===== config.mk =====
export PLATFORM = sky130hd
export DESIGN_NAME = ansi_sgr_color_translator
export DESIGN_NICKNAME = d
export VERILOG_FILES = /design/src/hdl/asct_pkg.sv /design/src/hdl/asct_front.sv /design/src/hdl/asct_queue.sv /design/src/hdl/asct_back.sv /design/src/hdl/ansi_sgr_color_translator.sv
export VERILOG_INCLUDE_DIRS = /design/src /design/src/hdl
export SDC_FILE = /design/constraint.sdc
export NUM_CORES = 1
export LEC_CHECK = 0
export ABC_CLOCK_PERIOD_IN_PS = 7700
export BUFFER_PORTS_ARGS = -buffer_cell sky130_fd_sc_hd__buf_2
export CORE_ASPECT_RATIO = 0.9
export CORE_MARGIN = 2
export CORE_UTILIZATION = 40
export DETAILED_ROUTE_END_ITERATION = 8
export PLACE_DENSITY = 0.61
export SLEW_MARGIN = 20
export SYNTH_ARGS = -nofsm -noshare
export SYNTH_HDL_FRONTEND = slang
export SYNTH_SLANG_ARGS = --single-unit

===== constraint.sdc =====
create_clock -name clk -period 7.7 [get_ports clk]
set_clock_uncertainty 0.05 [all_clocks]
set_input_delay 0.77 -clock clk [delete_from_list [all_inputs] [get_ports clk]]
set_output_delay 0.77 -clock clk [all_outputs]
set_load 0.02 [all_outputs]

===== src/hdl/assert_macros.svh =====
// ----------------------------------------------------------------------------
// Assertion macros
// Shared concurrent assertion shorthands; empty when SYNTHESIS is defined.
// ----------------------------------------------------------------------------
`ifndef ASSERT_MACROS_SVH
`define ASSERT_MACROS_SVH

`ifndef SYNTHESIS

// Property must hold at every clock edge outside reset
`define ASSERT_AT(lbl, clk_s, rst_n, prop, msg) \
	lbl: assert property (@(posedge clk_s) disable iff (!rst_n) prop) else $error(msg);

// Condition must never be seen at a clock edge outside reset
`define ASSERT_NEVER(lbl, clk_s, rst_n, cond, msg) \
	lbl: assert property (@(posedge clk_s) disable iff (!rst_n) !(cond)) else $error(msg);

`else

`define ASSERT_AT(lbl, clk_s, rst_n, prop, msg)
`define ASSERT_NEVER(lbl, clk_s, rst_n, cond, msg)

`endif

`endif


===== src/hdl/asct_pkg.sv =====
// ----------------------------------------------------------------------------
// asct_pkg
// Types and constants shared by the SGR colour translator modules.
// ----------------------------------------------------------------------------
package asct_pkg;

	// Queue between parser and serialiser
	localparam int DEF_QUEUE_DEPTH = 4;

	// Output segments of one request, emitted lowest index first
	localparam int SEG_RST  = 0;
	localparam int SEG_BOLD = 1;
	localparam int SEG_FG   = 2;
	localparam int SEG_BG   = 3;
	localparam int SEG_ESC  = 4;
	localparam int SEG_CHAR = 5;
	localparam int SEG_W    = 6;

	// SGR codes with fixed values
	localparam logic [8:0] SGR_RESET = 9'd0;
	localparam logic [8:0] SGR_BOLD  = 9'd1;
	localparam logic [8:0] SGR_FG_BASE = 9'd30;
	localparam logic [8:0] SGR_BG_BASE = 9'd40;

	// Byte values
	localparam logic [7:0] CH_NUL   = 8'h00;
	localparam logic [7:0] CH_BEL   = 8'h07;
	localparam logic [7:0] CH_TAB   = 8'h09;
	localparam logic [7:0] CH_VT    = 8'h0b;
	localparam logic [7:0] CH_FF    = 8'h0c;
	localparam logic [7:0] CH_CR    = 8'h0d;
	localparam logic [7:0] CH_CAN   = 8'h18;
	localparam logic [7:0] CH_SUB   = 8'h1a;
	localparam logic [7:0] CH_ESC   = 8'h1b;
	localparam logic [7:0] CH_DQUOTE = 8'h22;
	localparam logic [7:0] CH_SLASH = 8'h2f;
	localparam logic [7:0] CH_ZERO  = 8'h30;
	localparam logic [7:0] CH_NINE  = 8'h39;
	localparam logic [7:0] CH_SEMI  = 8'h3b;
	localparam logic [7:0] CH_EQ    = 8'h3d;
	localparam logic [7:0] CH_GT    = 8'h3e;
	localparam logic [7:0] CH_QMARK = 8'h3f;
	localparam logic [7:0] CH_H     = 8'h48;
	localparam logic [7:0] CH_J     = 8'h4a;
	localparam logic [7:0] CH_K     = 8'h4b;
	localparam logic [7:0] CH_LBRK  = 8'h5b;
	localparam logic [7:0] CH_BSLASH = 8'h5c;
	localparam logic [7:0] CH_M     = 8'h6d;
	localparam logic [7:0] CH_T     = 8'h74;
	localparam logic [7:0] CH_DEL   = 8'h7f;
	localparam logic [7:0] CH_CSI   = 8'h9b;

	// One request from the parser to the serialiser
	typedef struct packed {
		logic [SEG_W-1:0] seg_mask; // segments to emit
		logic [8:0]       fg_code;  // SGR code of the foreground segment
		logic [8:0]       bg_code;  // SGR code of the background segment
		logic [7:0]       ch;       // byte of the final character segment
	} job_t;

endpackage


===== src/hdl/asct_front.sv =====
// ----------------------------------------------------------------------------
// asct_front
// Escape/CSI parser: tracks colour state and turns each accepted byte into
// at most one serialiser request.
// ----------------------------------------------------------------------------
module asct_front
	import asct_pkg::*;
(
	input  logic       clk,
	input  logic       arst_n,
	input  logic       push,
	input  logic       q_full,
	input  logic       cmd,
	input  logic [7:0] in_byte,
	output logic       job_push,
	output job_t       job
);

	typedef enum logic [2:0] {
		PS_TEXT,
		PS_ESC,
		PS_CSI,
		PS_PARAM,
		PS_BRACKET,
		PS_PRIV,
		PS_PRIV_DONE
	} pstate_t;

	typedef struct packed {
		logic [7:0] fg;
		logic [7:0] bg;
		logic [7:0] prm;
	} colour_t;

	pstate_t    state_q, state_d;
	logic       change_q, change_d;
	logic       armed_q, armed_d;
	logic [7:0] cur_fg_q, cur_fg_d;
	logic [7:0] cur_bg_q, cur_bg_d;
	logic [7:0] pend_fg_q, pend_fg_d;
	logic [7:0] pend_bg_q, pend_bg_d;
	logic [7:0] param_q, param_d;

	logic       accept;
	colour_t    base;
	colour_t    pushed;
	colour_t    priv;
	logic [11:0] acc;
	logic [7:0] acc_sat;
	logic       is_digit;
	logic       fg_on, bg_on;
	logic [7:0] fg_low;

	// Recompute pending colours from the current ones for one parameter
	function automatic colour_t push_param(input logic [7:0] x, input logic [7:0] cfg,
			input logic [7:0] cbg);
		colour_t r;
		r.fg  = cfg;
		r.bg  = cbg;
		r.prm = x;
		if (x == 8'd0) begin
			r.fg = 8'd7;
			r.bg = 8'd0;
		end else if (x == 8'd1) begin
			r.fg = (cfg >= 8'd248) ? 8'hff : cfg + 8'd8;
		end else if (x >= 8'd40) begin
			r.bg = x - 8'd40;
		end else if (x >= 8'd30) begin
			r.fg = ((cfg >= 8'd8) ? 8'd8 : 8'd0) + x - 8'd30;
		end
		return r;
	endfunction

	assign accept   = push && !q_full;
	assign is_digit = (in_byte >= CH_ZERO) && (in_byte <= CH_NINE);

	// Pending colours and parameter seen by the parameter parser
	always_comb begin
		if (state_q == PS_CSI) begin
			base = push_param(8'd0, cur_fg_q, cur_bg_q);
		end else begin
			base.fg  = pend_fg_q;
			base.bg  = pend_bg_q;
			base.prm = param_q;
		end
	end

	// Decimal accumulate with saturation
	assign acc     = ({4'd0, base.prm} << 3) + ({4'd0, base.prm} << 1)
		+ {4'd0, in_byte - CH_ZERO};
	assign acc_sat = (acc > 12'd255) ? 8'hff : acc[7:0];
	assign pushed  = push_param(is_digit ? acc_sat : 8'd0, cur_fg_q, cur_bg_q);

	// Private parameter byte taken as a parameter value
	assign priv = push_param(in_byte, cur_fg_q, cur_bg_q);

	// Flush decision on the pending colours
	assign fg_on  = pend_fg_q != 8'd7;
	assign bg_on  = pend_bg_q != 8'd0;
	assign fg_low = (pend_fg_q >= 8'd8) ? pend_fg_q - 8'd8 : pend_fg_q;

	// Parse one byte and build its request
	always_comb begin
		state_d   = state_q;
		change_d  = change_q;
		armed_d   = armed_q;
		cur_fg_d  = cur_fg_q;
		cur_bg_d  = cur_bg_q;
		pend_fg_d = pend_fg_q;
		pend_bg_d = pend_bg_q;
		param_d   = param_q;
		job_push  = 1'b0;
		job.seg_mask = '0;
		job.fg_code  = {1'b0, fg_low} + SGR_FG_BASE;
		job.bg_code  = {1'b0, pend_bg_q} + SGR_BG_BASE;
		job.ch       = in_byte;

		if (accept) begin
			if (cmd) begin
				// End of text: reset tag, NUL, restart
				job_push = 1'b1;
				job.seg_mask[SEG_RST]  = armed_q;
				job.seg_mask[SEG_CHAR] = 1'b1;
				job.ch    = CH_NUL;
				state_d   = PS_TEXT;
				change_d  = 1'b0;
				armed_d   = 1'b0;
				cur_fg_d  = 8'd7;
				cur_bg_d  = 8'd0;
				pend_fg_d = 8'd7;
				pend_bg_d = 8'd0;
				param_d   = 8'd0;
			end else if (in_byte == CH_CAN || in_byte == CH_SUB) begin
				state_d = PS_TEXT;
			end else if (in_byte == CH_ESC) begin
				state_d = PS_ESC;
			end else if (in_byte == CH_CSI) begin
				state_d = PS_CSI;
			end else if (in_byte == CH_BEL || in_byte == CH_NUL || in_byte == CH_DEL ||
					in_byte == CH_VT || in_byte == CH_CR || in_byte == CH_FF) begin
				// Drop silently
			end else begin
				case (state_q)
					PS_TEXT: begin
						job_push = 1'b1;
						job.seg_mask[SEG_CHAR] = 1'b1;
						if (change_q) begin
							job.seg_mask[SEG_RST]  = armed_q;
							job.seg_mask[SEG_BOLD] = fg_on && (pend_fg_q >= 8'd8);
							job.seg_mask[SEG_FG]   = fg_on;
							job.seg_mask[SEG_BG]   = bg_on;
							armed_d  = fg_on || bg_on;
							change_d = 1'b0;
						end
						if (in_byte == CH_TAB) begin
							job.seg_mask[SEG_ESC] = 1'b1;
							job.ch = CH_T;
						end else if (in_byte == CH_DQUOTE || in_byte == CH_BSLASH ||
								in_byte == CH_SLASH) begin
							job.seg_mask[SEG_ESC] = 1'b1;
						end
					end
					PS_ESC: begin
						if (in_byte == CH_LBRK) begin
							state_d = PS_CSI;
						end else if (in_byte == CH_EQ || in_byte == CH_GT || in_byte == CH_H) begin
							state_d = PS_TEXT;
						end
					end
					PS_CSI, PS_PARAM: begin
						if (state_q == PS_CSI &&
								(in_byte == CH_K || in_byte == CH_H || in_byte == CH_J)) begin
							state_d = PS_TEXT;
						end else if (state_q == PS_CSI && in_byte == CH_QMARK) begin
							state_d = PS_PRIV;
						end else begin
							// Parameter bytes, with the implicit leading zero after CSI
							pend_fg_d = base.fg;
							pend_bg_d = base.bg;
							param_d   = base.prm;
							state_d   = PS_PARAM;
							if (in_byte == CH_M) begin
								if (cur_bg_q != base.bg || cur_fg_q != base.fg) begin
									cur_fg_d = base.fg;
									cur_bg_d = base.bg;
									param_d  = 8'd0;
									change_d = 1'b1;
								end
								state_d = PS_TEXT;
							end else if (in_byte == CH_LBRK) begin
								state_d = PS_BRACKET;
							end else if (in_byte == CH_SEMI || is_digit) begin
								pend_fg_d = pushed.fg;
								pend_bg_d = pushed.bg;
								param_d   = pushed.prm;
							end else begin
								state_d = PS_TEXT;
							end
						end
					end
					PS_PRIV: begin
						pend_fg_d = priv.fg;
						pend_bg_d = priv.bg;
						param_d   = priv.prm;
						state_d   = PS_PRIV_DONE;
					end
					default: begin
						state_d = PS_TEXT;
					end
				endcase
			end
		end
	end

	// Hold parser state and colours
	always_ff @(posedge clk or negedge arst_n) begin
		if (!arst_n) begin
			state_q   <= PS_TEXT;
			change_q  <= 1'b0;
			armed_q   <= 1'b0;
			cur_fg_q  <= 8'd7;
			cur_bg_q  <= 8'd0;
			pend_fg_q <= 8'd7;
			pend_bg_q <= 8'd0;
			param_q   <= 8'd0;
		end else begin
			state_q   <= state_d;
			change_q  <= change_d;
			armed_q   <= armed_d;
			cur_fg_q  <= cur_fg_d;
			cur_bg_q  <= cur_bg_d;
			pend_fg_q <= pend_fg_d;
			pend_bg_q <= pend_bg_d;
			param_q   <= param_d;
		end
	end

endmodule


===== src/hdl/asct_queue.sv =====
// ----------------------------------------------------------------------------
// asct_queue
// Small request queue between the parser and the serialiser.
// ----------------------------------------------------------------------------
`include "assert_macros.svh"

module asct_queue
	import asct_pkg::*;
#(
	parameter int DEPTH = DEF_QUEUE_DEPTH
) (
	input  logic clk,
	input  logic arst_n,
	input  logic push,
	input  job_t wdata,
	output logic full,
	input  logic pop,
	output logic empty,
	output job_t rdata
);

	localparam int PW = (DEPTH > 1) ? $clog2(DEPTH) : 1;
	localparam int CW = $clog2(DEPTH + 1);
	localparam logic [PW-1:0] LAST_PTR = PW'(DEPTH - 1);
	localparam logic [CW-1:0] FULL_CNT = CW'(DEPTH);

	job_t          mem_q [DEPTH];
	logic [PW-1:0] wr_ptr_q;
	logic [PW-1:0] rd_ptr_q;
	logic [CW-1:0] count_q;
	logic          do_push;
	logic          do_pop;

	assign full    = count_q == FULL_CNT;
	assign empty   = count_q == '0;
	assign do_push = push && !full;
	assign do_pop  = pop && !empty;
	assign rdata   = mem_q[rd_ptr_q];

	// Store incoming request
	always_ff @(posedge clk) begin
		if (do_push) begin
			mem_q[wr_ptr_q] <= wdata;
		end
	end

	// Advance pointers and fill level
	always_ff @(posedge clk or negedge arst_n) begin
		if (!arst_n) begin
			wr_ptr_q <= '0;
			rd_ptr_q <= '0;
			count_q  <= '0;
		end else begin
			if (do_push) begin
				wr_ptr_q <= (wr_ptr_q == LAST_PTR) ? '0 : wr_ptr_q + 1'b1;
			end
			if (do_pop) begin
				rd_ptr_q <= (rd_ptr_q == LAST_PTR) ? '0 : rd_ptr_q + 1'b1;
			end
			if (do_push && !do_pop) begin
				count_q <= count_q + 1'b1;
			end else if (do_pop && !do_push) begin
				count_q <= count_q - 1'b1;
			end
		end
	end

	`ASSERT_NEVER(a_count_range, clk, arst_n, count_q > FULL_CNT, "queue count beyond depth")
	`ASSERT_AT(a_push_lands, clk, arst_n, (do_push && !do_pop) |=> !empty,
		"queue empty after a push")

endmodule


===== src/hdl/asct_back.sv =====
// ----------------------------------------------------------------------------
// asct_back
// Serialiser: expands the request at the queue head into output bytes,
// one byte per cycle while the output register is free or popped, into a single output register.
// ----------------------------------------------------------------------------
`include "assert_macros.svh"

module asct_back
	import asct_pkg::*;
(
	input  logic       clk,
	input  logic       arst_n,
	input  job_t       head,
	input  logic       q_empty,
	output logic       q_pop,
	output logic [7:0] out_byte,
	output logic       last,
	output logic       empty,
	input  logic       pop
);

	// Byte positions inside one SGR sequence
	localparam logic [2:0] SP_ESC = 3'd0;
	localparam logic [2:0] SP_BRK = 3'd1;
	localparam logic [2:0] SP_HUN = 3'd2;
	localparam logic [2:0] SP_TEN = 3'd3;
	localparam logic [2:0] SP_ONE = 3'd4;
	localparam logic [2:0] SP_END = 3'd5;

	logic             started_q;
	logic [SEG_W-1:0] mask_q;
	logic [2:0]       pos_q;
	logic             out_valid_q;
	logic [7:0]       out_byte_q;
	logic             out_last_q;

	logic [SEG_W-1:0] cur_mask;
	logic [SEG_W-1:0] seg_oh;
	logic [SEG_W-1:0] rest_mask;
	logic [2:0]       cur_pos;
	logic [2:0]       nxt_pos;
	logic [8:0]       sgr_val;
	logic [1:0]       hun;
	logic [8:0]       rem9;
	logic [6:0]       rem;
	logic [14:0]      prod;
	logic [3:0]       tens;
	logic [6:0]       tens10;
	logic [6:0]       ones7;
	logic             is_sgr;
	logic             seg_done;
	logic             final_byte;
	logic             slot_free;
	logic             advance;
	logic [7:0]       byte_d;

	// Current segment is the lowest one still to emit
	assign cur_mask  = started_q ? mask_q : head.seg_mask;
	assign cur_pos   = started_q ? pos_q : SP_ESC;
	assign seg_oh    = cur_mask & (~cur_mask + 1'b1);
	assign rest_mask = cur_mask & ~seg_oh;
	assign is_sgr    = seg_oh[SEG_RST] | seg_oh[SEG_BOLD] | seg_oh[SEG_FG] | seg_oh[SEG_BG];

	// Select the SGR code of the current segment
	always_comb begin
		if (seg_oh[SEG_BOLD]) begin
			sgr_val = SGR_BOLD;
		end else if (seg_oh[SEG_FG]) begin
			sgr_val = head.fg_code;
		end else if (seg_oh[SEG_BG]) begin
			sgr_val = head.bg_code;
		end else begin
			sgr_val = SGR_RESET;
		end
	end

	// Split into decimal digits; tens by reciprocal multiply
	assign hun    = (sgr_val >= 9'd200) ? 2'd2 : ((sgr_val >= 9'd100) ? 2'd1 : 2'd0);
	assign rem9   = sgr_val - ((sgr_val >= 9'd200) ? 9'd200 : ((sgr_val >= 9'd100) ? 9'd100 : 9'd0));
	assign rem    = rem9[6:0];
	assign prod   = 15'(rem) * 15'd205;
	assign tens   = prod[14:11];
	assign tens10 = ({3'd0, tens} << 3) + ({3'd0, tens} << 1);
	assign ones7  = rem - tens10;

	// Pick the byte at the current position
	always_comb begin
		if (seg_oh[SEG_ESC]) begin
			byte_d = CH_BSLASH;
		end else if (seg_oh[SEG_CHAR]) begin
			byte_d = head.ch;
		end else begin
			case (cur_pos)
				SP_ESC:  byte_d = CH_ESC;
				SP_BRK:  byte_d = CH_LBRK;
				SP_HUN:  byte_d = CH_ZERO + {6'd0, hun};
				SP_TEN:  byte_d = CH_ZERO + {4'd0, tens};
				SP_ONE:  byte_d = CH_ZERO + {4'd0, ones7[3:0]};
				default: byte_d = CH_M;
			endcase
		end
	end

	// Skip leading zero digits
	always_comb begin
		if (cur_pos == SP_BRK) begin
			if (sgr_val >= 9'd100) begin
				nxt_pos = SP_HUN;
			end else if (sgr_val >= 9'd10) begin
				nxt_pos = SP_TEN;
			end else begin
				nxt_pos = SP_ONE;
			end
		end else begin
			nxt_pos = cur_pos + 3'd1;
		end
	end

	assign seg_done   = !is_sgr || (cur_pos == SP_END);
	assign final_byte = seg_done && (rest_mask == '0);
	assign slot_free  = !out_valid_q || pop;
	assign advance    = !q_empty && slot_free;
	assign q_pop      = advance && final_byte;

	// Advance the sequencer and load the output register
	always_ff @(posedge clk or negedge arst_n) begin
		if (!arst_n) begin
			started_q   <= 1'b0;
			mask_q      <= '0;
			pos_q       <= SP_ESC;
			out_valid_q <= 1'b0;
		end else begin
			if (advance) begin
				out_valid_q <= 1'b1;
				started_q   <= !final_byte;
				mask_q      <= seg_done ? rest_mask : cur_mask;
				pos_q       <= seg_done ? SP_ESC : nxt_pos;
			end else if (pop) begin
				out_valid_q <= 1'b0;
			end
		end
	end

	// Output payload
	always_ff @(posedge clk) begin
		if (advance) begin
			out_byte_q <= byte_d;
			out_last_q <= final_byte;
		end
	end

	assign out_byte = out_byte_q;
	assign last     = out_last_q;
	assign empty    = !out_valid_q;

	`ASSERT_AT(a_started_has_head, clk, arst_n, started_q |-> !q_empty,
		"request in progress but queue empty")
	`ASSERT_AT(a_started_has_segs, clk, arst_n, started_q |-> (mask_q != '0),
		"request in progress with no segments left")

endmodule


===== src/hdl/ansi_sgr_color_translator.sv =====
// ----------------------------------------------------------------------------
// ansi_sgr_color_translator
// Translates text with ANSI escape/CSI sequences into canonical SGR colour
// codes and backslash-escaped characters.
// ----------------------------------------------------------------------------
// Each input request is parsed in the cycle it is accepted; plain text runs at
// one byte per cycle while full is low. A request that expands to k output
// bytes, up to 22 (colour flush, escaped character, end of text with reset
// tag), keeps the serialiser busy, one output byte per cycle while the
// receiver pops. Dropped control bytes and escape bytes produce no output. A
// queue of QUEUE_DEPTH requests sits between parser and serialiser, so input
// keeps flowing while a long expansion drains; full rises only when that queue is full.
module ansi_sgr_color_translator
	import asct_pkg::*;
#(
	parameter int QUEUE_DEPTH = DEF_QUEUE_DEPTH
) (
	input  logic       clk,
	input  logic       arst_n,
	input  logic       push,
	output logic       full,
	input  logic       cmd,
	input  logic [7:0] in_byte,
	output logic       empty,
	input  logic       pop,
	output logic [7:0] out_byte,
	output logic       last
);

	logic job_push;
	job_t job;
	logic q_full;
	logic q_empty;
	logic q_pop;
	job_t head;

	assign full = q_full;

	// Parser
	asct_front u_front (
		.clk      (clk),
		.arst_n   (arst_n),
		.push     (push),
		.q_full   (q_full),
		.cmd      (cmd),
		.in_byte  (in_byte),
		.job_push (job_push),
		.job      (job)
	);

	// Request queue
	asct_queue #(
		.DEPTH (QUEUE_DEPTH)
	) u_queue (
		.clk    (clk),
		.arst_n (arst_n),
		.push   (job_push),
		.wdata  (job),
		.full   (q_full),
		.pop    (q_pop),
		.empty  (q_empty),
		.rdata  (head)
	);

	// Serialiser
	asct_back u_back (
		.clk      (clk),
		.arst_n   (arst_n),
		.head     (head),
		.q_empty  (q_empty),
		.q_pop    (q_pop),
		.out_byte (out_byte),
		.last     (last),
		.empty    (empty),
		.pop      (pop)
	);

endmodule


==> reports/metrics.cfg <==
[critical_path]
endpoint=u_back.out_byte[1]
r2r-start=u_queue.rd_ptr_q[1]
critPathArrivalTime_ns=7.48
path_common_cell=ha_1
r2r_setup_slack_ns=0.35
slowest_stage=fa_1
startpoint_type=flip-flop
critical_path_class=flip-flop to flip-flop
worstPathRequired_ns=7.83
cp-end-kind=flip-flop
crit_fanout=16
crit_family=adder cells
crit_cells=35
r2r-end=u_back.out_byte[1]
cp_num_buf_inv=7
r2r_cells=35
startpoint=u_queue.rd_ptr_q[1]
slowest_delay_ns=0.53

[logic_synthesis]
yosysTopAreaCell=edfxtp_1
yosys_warnings=0
syn_nets=1405
ys_seq_area_frac=0.4149
ys_ff_latch=200
ys_types=115
netlist_top_cells_area=edfxtp_1 30%, dfrtp_1 10%, ha_1 7.4%
synth-edff-count=137
synthFlopType=edfxtp_1
syn_inst=1295
syn_area_per_cell_um2=10.60
synth_top_cell_area_share=0.2996
synth_area_mm2=0.01373
async_flop_share=0.3150

[finish]
drive_gt1_frac=0.1336
multiInputGateArea_mm2=0.007355
final_nets=1407
fill_cells=3184
diodes=0
regArea_mm2=0.005700
area_growth_pct=8.710

[sta]
setup_viol=0
period_share=0.9545
setup_slack_ns=0.3501
hold_viol_final=0
setup_tns_ns=0
fmax_mhz=136.1
slew_headroom=0.2278
maxSlewViolCount=0
layout_min_cycle_time_ns=7.350
tightest_slew_ns=1.129

[global_route]
grt_pass1_wl_um=57530
grt_max_degree=64
overflow=0
grtUsageTotal=0.2042
antenna_found_initial=0
grt_pass1_vias=10120

[place]
dpl.hpwl_um=26170
portBuffers=23
gp_congestion=0.9203
place_ws_ns=-0.03449

[drt]
drtAntennaViolNets=0
wire_per_inst_um=20.26
drt_iter0_markers=1137
avgViaCountPerCell=5.910
vias=10470
drc=0
routed_wl_um=35900
drt_pass1_iterations=6

[floorplan]
die_w_um=199.3
die_y_um=179.8
rows=64
start_util=0.4054
core_area_mm2=0.03387
die_area_mm2=0.03583
ios=24

[clock_network]
cts_root_buffer=clkbuf_16
cts.sinks=200
numCtsBuffers=17
cts_tree=built
cts.clk_slew.worst_paths_ns=0.08
cts_hold_buf=0
clock_tree.buffer_depth=2
clk_latency_ns=0.44
htreeDepth=4

[status]
outcome=finished clean

[flow_run]
drv_cap=0

[hold_path]
hold_class=flip-flop to flip-flop
min_from=u_back.mask_q[1]

-- cell families (layout without fill, tap and decap cells) --
kind of cell | Yosys count | after routing | synth area share
AND/OR/NAND/NOR | 367 | 367 | 0.1426
adder cells (fa/ha/maj) | 98 | 98 | 0.09785
multiplexers | 55 | 55 | 0.07307
flip-flops | 200 | 200 | 0.4149
AO/OA/AOI/OAI | 359 | 360 | 0.1829
buffers and inverters | 166 | 180 | 0.05476
XOR/XNOR | 50 | 50 | 0.03389
-- cell usage in the layout (no fill, tap or decap), types with 17 or more instances in the layout --
cell type,synthesis,routed
o31ai_1,19,17
xnor2_1,37,37
nor2_1,70,70
and2_1,18,17
inv_1,97,97
o21ai_0,86,83
ha_1,81,81
nand3_1,33,33
a21oi_1,59,57
edfxtp_1,137,137
nor3_1,27,27
nand2_1,100,99
buf_4,10,25
clkbuf_16,0,17
buf_2,11,23
dfrtp_1,57,55
o21ai_1,16,19
-- final cells by class --
class,count,share of cell area
Clock buffer,18,0.02875
Clock inverter,14,0.009722
Inverter,97,0.02439
Multi-Input combinational cell,930,0.4926
Sequential cell,200,0.3818
Tap cell,462,0.03872
Timing Repair Buffer,51,0.02397
-- synth_stat cells (all sizes together) (12+ instances only) --
cell      n
a21oi    61
o211ai   13
mux2i    18
o21ai   104
buf      33
nand3    34
a22oi    12
a211oi   16
and3     12
nand4    12
a31oi    16
nor3     28
and2     18
nor4     18
inv      97
mux4     29
or2      12
a21o     15
xnor2    37
dfrtp    57
nor2     73
ha       81
fa       16
nand2   105
a22o     12
nor2b    14
o31ai    20
edfxtp  137
clkbuf   35
-- through the flow --
stage,hold WS (ns),util,instance area [um^2],instances
final,0.4296,0.4408,14930,1772
after detailed placement,0.4116,0.4191,14200,1732
after global placement,0.4085,0.4191,14200,1732
after floorplan,0.3909,-,13730,1295
after global routing,0.4561,0.4408,14930,1772
after CTS,0.4316,0.4362,14780,1764
-- worst min-delay path by stage --
stage,to,slack [ns],cells after the start
4_1_cts,u_back.mask_q[1],0.43,1
5_1_grt,u_back.mask_q[3],0.46,1
6_report,u_back.mask_q[1],0.43,1
2_1_floorplan,u_back.mask_q[1],0.39,1
3_3_place_gp,u_back.mask_q[1],0.41,1
3_5_place_dp,u_back.mask_q[1],0.41,1
-- sequential cells by signal, summed over array words and instances (netlist names), 3 cells and up --
signal and cells:
u_back.mask_q 6, u_front.param_q 8, u_queue.count_q 3, u_front.pend_fg_q 8
u_front.state_q 3, u_queue.mem_q 128, u_front.cur_bg_q 8, u_front.cur_fg_q 8
u_back.out_byte 8, u_front.pend_bg_q 8, u_back.pos_q 3
-- routing by layer --
| layer | GRT usage | vias up | wire, um | part of all wire |
|---|---|---|---|---|
| li1 | - | 4865 | - | - |
| met1 | 0.2984 | 5160 | 16460 | 0.46 |
| met2 | 0.3165 | 393 | 16580 | 0.46 |
| met3 | 0.03415 | 55 | 2268 | 0.063 |
| met4 | 0.04657 | 0 | 588 | 0.016 |
| met5 | 0 | - | 0 | 0 |
-- repair_timing --
action,4_1_cts,5_1_grt
buffers inserted,0,7
pin swaps,0,6
cloned,0,1
hold endpoints to repair,0,0
resized for setup,1,22
setup endpoints to repair,2,3
Power is left out: the tool's default activity adds up to more than one toggle a clock period on the data nets, which glitch-free logic cannot reach.
